===== config.mk =====
export PLATFORM = sky130hd
export DESIGN_NAME = npc_control
export DESIGN_NICKNAME = d
export VERILOG_FILES = /design/src/rtl/npc_pkg.sv /design/src/rtl/npc_control.sv
export SDC_FILE = /design/constraint.sdc
export NUM_CORES = 1
export LEC_CHECK = 0
export ABC_AREA = 1
export BUFFER_PORTS_ARGS = -buffer_cell sky130_fd_sc_hd__buf_2
export CAP_MARGIN = 20
export CORE_ASPECT_RATIO = 0.75
export CORE_UTILIZATION = 34
export DETAILED_ROUTE_END_ITERATION = 16
export PLACE_DENSITY = 0.72
export SYNTH_ARGS = -nofsm -noshare
export SYNTH_HDL_FRONTEND = slang
export SYNTH_SLANG_ARGS = --single-unit

===== constraint.sdc =====
create_clock -name clock -period 2.5 [get_ports clock]
set_clock_uncertainty 0.15 [all_clocks]
set_input_delay 0.125 -clock clock [delete_from_list [all_inputs] [get_ports clock]]
set_output_delay 0.125 -clock clock [all_outputs]
set_load 0.01 [all_outputs]

===== src/rtl/npc_pkg.sv =====
package npc_pkg;

   localparam int CHAN_W           = 8;
   localparam int INDEX_W          = 8;
   localparam int PROD_W           = 2 * CHAN_W;
   localparam int DIST_W           = 18;
   localparam int PALETTE_SIZE_DEF = 256;

   localparam logic ACTION_LOAD  = 1'b0;
   localparam logic ACTION_PIXEL = 1'b1;

   // commands from the controller to the datapath
   typedef struct packed {
      logic load_en;
      logic pixel_cap;
      logic mul_en;
      logic div_en;
      logic rd_en;
      logic rd_first;
      logic rd_last;
      logic res_load;
   } npc_cmd_type;

   // status from the datapath back to the controller
   typedef struct packed {
      logic scan_done;
      logic rsp_busy;
   } npc_status_type;

   // floor(x / 255) for any product of two channels
   function automatic logic [CHAN_W-1:0] div255(input logic [PROD_W-1:0] x);
      logic [PROD_W:0] s;
      s = {1'b0, x} + {{(CHAN_W + 1){1'b0}}, x[PROD_W-1:CHAN_W]} + {{PROD_W{1'b0}}, 1'b1};
      return s[PROD_W-1:CHAN_W];
   endfunction

endpackage


===== src/rtl/npc_control.sv =====
module npc_control #(
   parameter int PALETTE_SIZE = npc_pkg::PALETTE_SIZE_DEF,
   parameter int ADDR_W       = $clog2(PALETTE_SIZE)
) (
   input  logic                        clock,
   input  logic                        reset,
   input  logic                        req_tvalid,
   output logic                        req_tready,
   input  logic                        action,
   input  logic [npc_pkg::INDEX_W-1:0] entry_index,
   input  logic                        rsp_tready,
   input  npc_pkg::npc_status_type     status,
   output npc_pkg::npc_cmd_type        cmd,
   output logic [ADDR_W-1:0]           rd_addr
);
   import npc_pkg::*;

   typedef enum logic [2:0] {
      ST_IDLE,
      ST_MUL,
      ST_DIV,
      ST_SCAN,
      ST_DRAIN,
      ST_FINISH
   } state_type;

   localparam logic [ADDR_W-1:0] LAST_ADDR = ADDR_W'(PALETTE_SIZE - 1);

   state_type         state_ff, state_in;
   logic [ADDR_W-1:0] addr_ff, addr_in;
   logic              accept;
   logic              slot_ok;

   assign accept  = req_tvalid && (state_ff == ST_IDLE);
   assign slot_ok = {1'b0, entry_index} < (INDEX_W + 1)'(PALETTE_SIZE);

   always_comb begin
      state_in = state_ff;
      addr_in  = addr_ff;
      cmd      = '0;
      case (state_ff)
         ST_IDLE: begin
            if (accept) begin
               if (action == ACTION_LOAD) begin
                  cmd.load_en = slot_ok;
               end else begin
                  cmd.pixel_cap = 1'b1;
                  state_in      = ST_MUL;
               end
            end
         end
         ST_MUL: begin
            cmd.mul_en = 1'b1;
            state_in   = ST_DIV;
         end
         ST_DIV: begin
            cmd.div_en = 1'b1;
            addr_in    = '0;
            state_in   = ST_SCAN;
         end
         ST_SCAN: begin
            cmd.rd_en    = 1'b1;
            cmd.rd_first = (addr_ff == '0);
            cmd.rd_last  = (addr_ff == LAST_ADDR);
            addr_in      = addr_ff + 1'b1;
            if (addr_ff == LAST_ADDR) begin
               state_in = ST_DRAIN;
            end
         end
         ST_DRAIN: begin
            if (status.scan_done) begin
               state_in = ST_FINISH;
            end
         end
         ST_FINISH: begin
            if (!status.rsp_busy || rsp_tready) begin
               cmd.res_load = 1'b1;
               state_in     = ST_IDLE;
            end
         end
         default: begin
            state_in = ST_IDLE;
         end
      endcase
   end

   always_ff @(posedge clock) begin
      if (reset) begin
         state_ff <= ST_IDLE;
         addr_ff  <= '0;
      end else begin
         state_ff <= state_in;
         addr_ff  <= addr_in;
      end
   end

   assign req_tready = (state_ff == ST_IDLE);
   assign rd_addr    = addr_ff;

endmodule


==> flow_summary.ini <==
[route]
wl_mm = 1.68
ant_nets = 0
drt_pass1_iterations = 6
drt-initial-drc-count = 28
routedWlPerCell_um = 10.3
drc = 0
via_count = 786
avgViaCountPerCell = 4.79

[synthesis]
synth_nets = 130
ys_seq_area_share_pct = 30.1
synthCells = 113
synth_ff_type = dfxtp_1
synth_edf_count = 0
syn-cell-area_um2 = 731
yosysUniqueCellTypes = 21
yosys_warnings = 0
syn_avg_cell_area_um2 = 6.47
synth_top_area_share_pct = 30.1
synthTopCellsByArea = dfxtp_1, nand2_1, inv_1
ys_ff_latch = 11
async_flop_share_pct = 0
synth.largest_area_cell = dfxtp_1

[place]
place_congestion = 0.797
placedCellCount = 159
post-place-ws_ns = 0.987
io_buffer_count = 23
dp_hpwl_mm = 1.24
place_area_um2 = 865

[cells_and_area]
antenna_cells = 0
layout_common_cells = nand2_1, buf_2, inv_1
fill_cells = 193
area_growth_pct = 23.3
final_common_cell = nand2_1
final_cell_count_no_fill = 164
seq_area_um2 = 220
multiInputGateArea_um2 = 429
utilization_pct = 44.7
drive_gt1_share_pct = 27.9
final_nets = 158
final_area_um2 = 901

[pwr]
p_int_mw = 0.380
power_frac_seq_pct = 35.3
irDropWorstVdd_uv = 403
swShare_pct = 45.2
leakage_nw = 0.444
power_density_nw_per_um2 = 769
power_frac_clock_pct = 18.8
power_frac_comb_pct = 45.9
power.total_mw = 0.693
switching_power_mw = 0.313

[sta]
setup_tns_ns = 0
post-route-min-period_ns = 1.83
final-hold-violation-count = 0
max_slew_margin_pct = 79.4
setup_violations = 0
fmax_ghz = 0.548
fin_crit_sh_pct = 73.0
maxSlewViolCount = 0
tightest_slew_ns = 0.308
setup_ws_ns = 0.674
whs_ns = 0.152
rsz0062_at_grt = false

[clocking]
cts_tree = built
clock-sinks = 11
numCtsBuffers = 3
clk_pin_slew_ns = 0.07
clk_latency_ns = 0.29
clock-root-buffer = clkbuf_4
htree_levels = 1
clk_path_buf_depth = 2

[setup_path]
path_max_fanout = 8
slowest_delay_ns = 0.50
critical_path_required_ns = 2.23
crit_arrival_ns = 1.55
critical_path_buf_inv_count = 2
slowest_stage = dfxtp_1
reg2reg_slack_ns = 1.04
worst_setup_path_start_kind = flip-flop
cp_top_family = flip-flops
cp_cell_sequence = nand3_2 > inv_4 > nand4_1 > nor4_2 > buf_2
cp-end-kind = output pin
path_class = flip-flop to output pin

[floorplanning]
ios = 32
die-area_um2 = 2340
core.rowCount = 14
initial_core_util_pct = 36.3
core_um2 = 2010
die_w_um = 55.5
die_y_um = 42.2

[grt]
grt_pass1_vias = 635
grt_util_all_layers_pct = 15.3
grt_max_degree = 10
grt_first_pass_wirelength_mm = 2.75
grt-ovfl-total = 0
antenna_found_initial = 0

[run]
max_cap_violations = 0

[min_path]
hold_path.class = primary input to flip-flop

[status]
status = finished, final reports clean
-- cell usage after synthesis (2+ instances only) --
| library cell | number |
|---|---|
| nand3_2 | 2 |
| ha_1 | 2 |
| nor3_1 | 2 |
| nand3_1 | 8 |
| nor2_1 | 13 |
| nand2_1 | 25 |
| inv_1 | 16 |
| a21oi_1 | 11 |
| dfxtp_1 | 11 |
| nand4_1 | 3 |
| nor2_2 | 4 |
| nand2_2 | 2 |
| o21ai_0 | 6 |
-- power by group through the flow --
stage               clock network [mW]  logic (mW)  registers [mW]
global route                     0.140       0.359           0.249
detailed placement                   0       0.318           0.248
CTS                              0.134       0.321           0.243
global placement                     0       0.311           0.246
floorplan                            0       0.265           0.228
finish                           0.130       0.318           0.244
-- worst register-to-register path, cell delays in order (launching register included) --
cell,delay [ns]
dfxtp_1,0.40
ha_1,0.18
nand2_1,0.08
nor2_2,0.16
nand2_1,0.10
nand2_2,0.08
nand3_2,0.08
nor2_1,0.09
nor2_1,0.04
-- what timing repair did --
action,4_1_cts,5_1_grt
hold buffers,1,0
endpoints found under the setup margin,0,0
hold endpoints to repair,4,0
resized for setup,0,0
buffers inserted,0,0
-- final cells by class --
| type | count | area share, % |
|---|---|---|
| repair buffers | 24 | 13.9 |
| clock buffers | 4 | 2.92 |
| flip-flops and latches | 11 | 24.4 |
| well taps | 24 | 3.33 |
| multi-input cells | 83 | 47.6 |
| inverters | 18 | 7.78 |
-- per-layer routing --
metal | vias up | GRT usage (%) | part of all wire [%] | wire [um]
met5 | - | 0 | 0 | 0
met4 | 0 | 6.00 | 1.1 | 18
met3 | 2 | 5.56 | 3.9 | 66
met2 | 17 | 24.1 | 48 | 805
met1 | 348 | 19.0 | 47 | 791
li1 | 419 | - | - | -
-- logic make-up (layout without fill, tap and decap cells) --
group | after synthesis | after routing | share of synthesized area, %
AOI/OAI and AO/OA | 17 | 17 | 11.6
buffers and inverters | 19 | 46 | 11.1
DFF | 11 | 11 | 30.1
adders and majority gates | 2 | 2 | 3.42
and+or+nand+nor | 64 | 64 | 43.7
-- flip-flops by register name, summed over array words and instances, names as in the netlist --
| signal | count |
|---|---|
| rd_addr | 8 |
| state_ff | 3 |
-- worst paths after layout --
check                                         startpoint  depth (start not counted)                       end
worst max register to register   rd_addr[1]$_SDFFE_PP0P_                          8  state_ff[0]$_SDFFE_PP0P_
worst max-delay path            state_ff[1]$_SDFFE_PP0P_                          5                    cmd[2]
worst min register to register   rd_addr[3]$_SDFFE_PP0P_                          2   rd_addr[3]$_SDFFE_PP0P_
worst min-delay path                          req_tvalid                          6  state_ff[0]$_SDFFE_PP0P_
(Power assumes the default switching activity.)
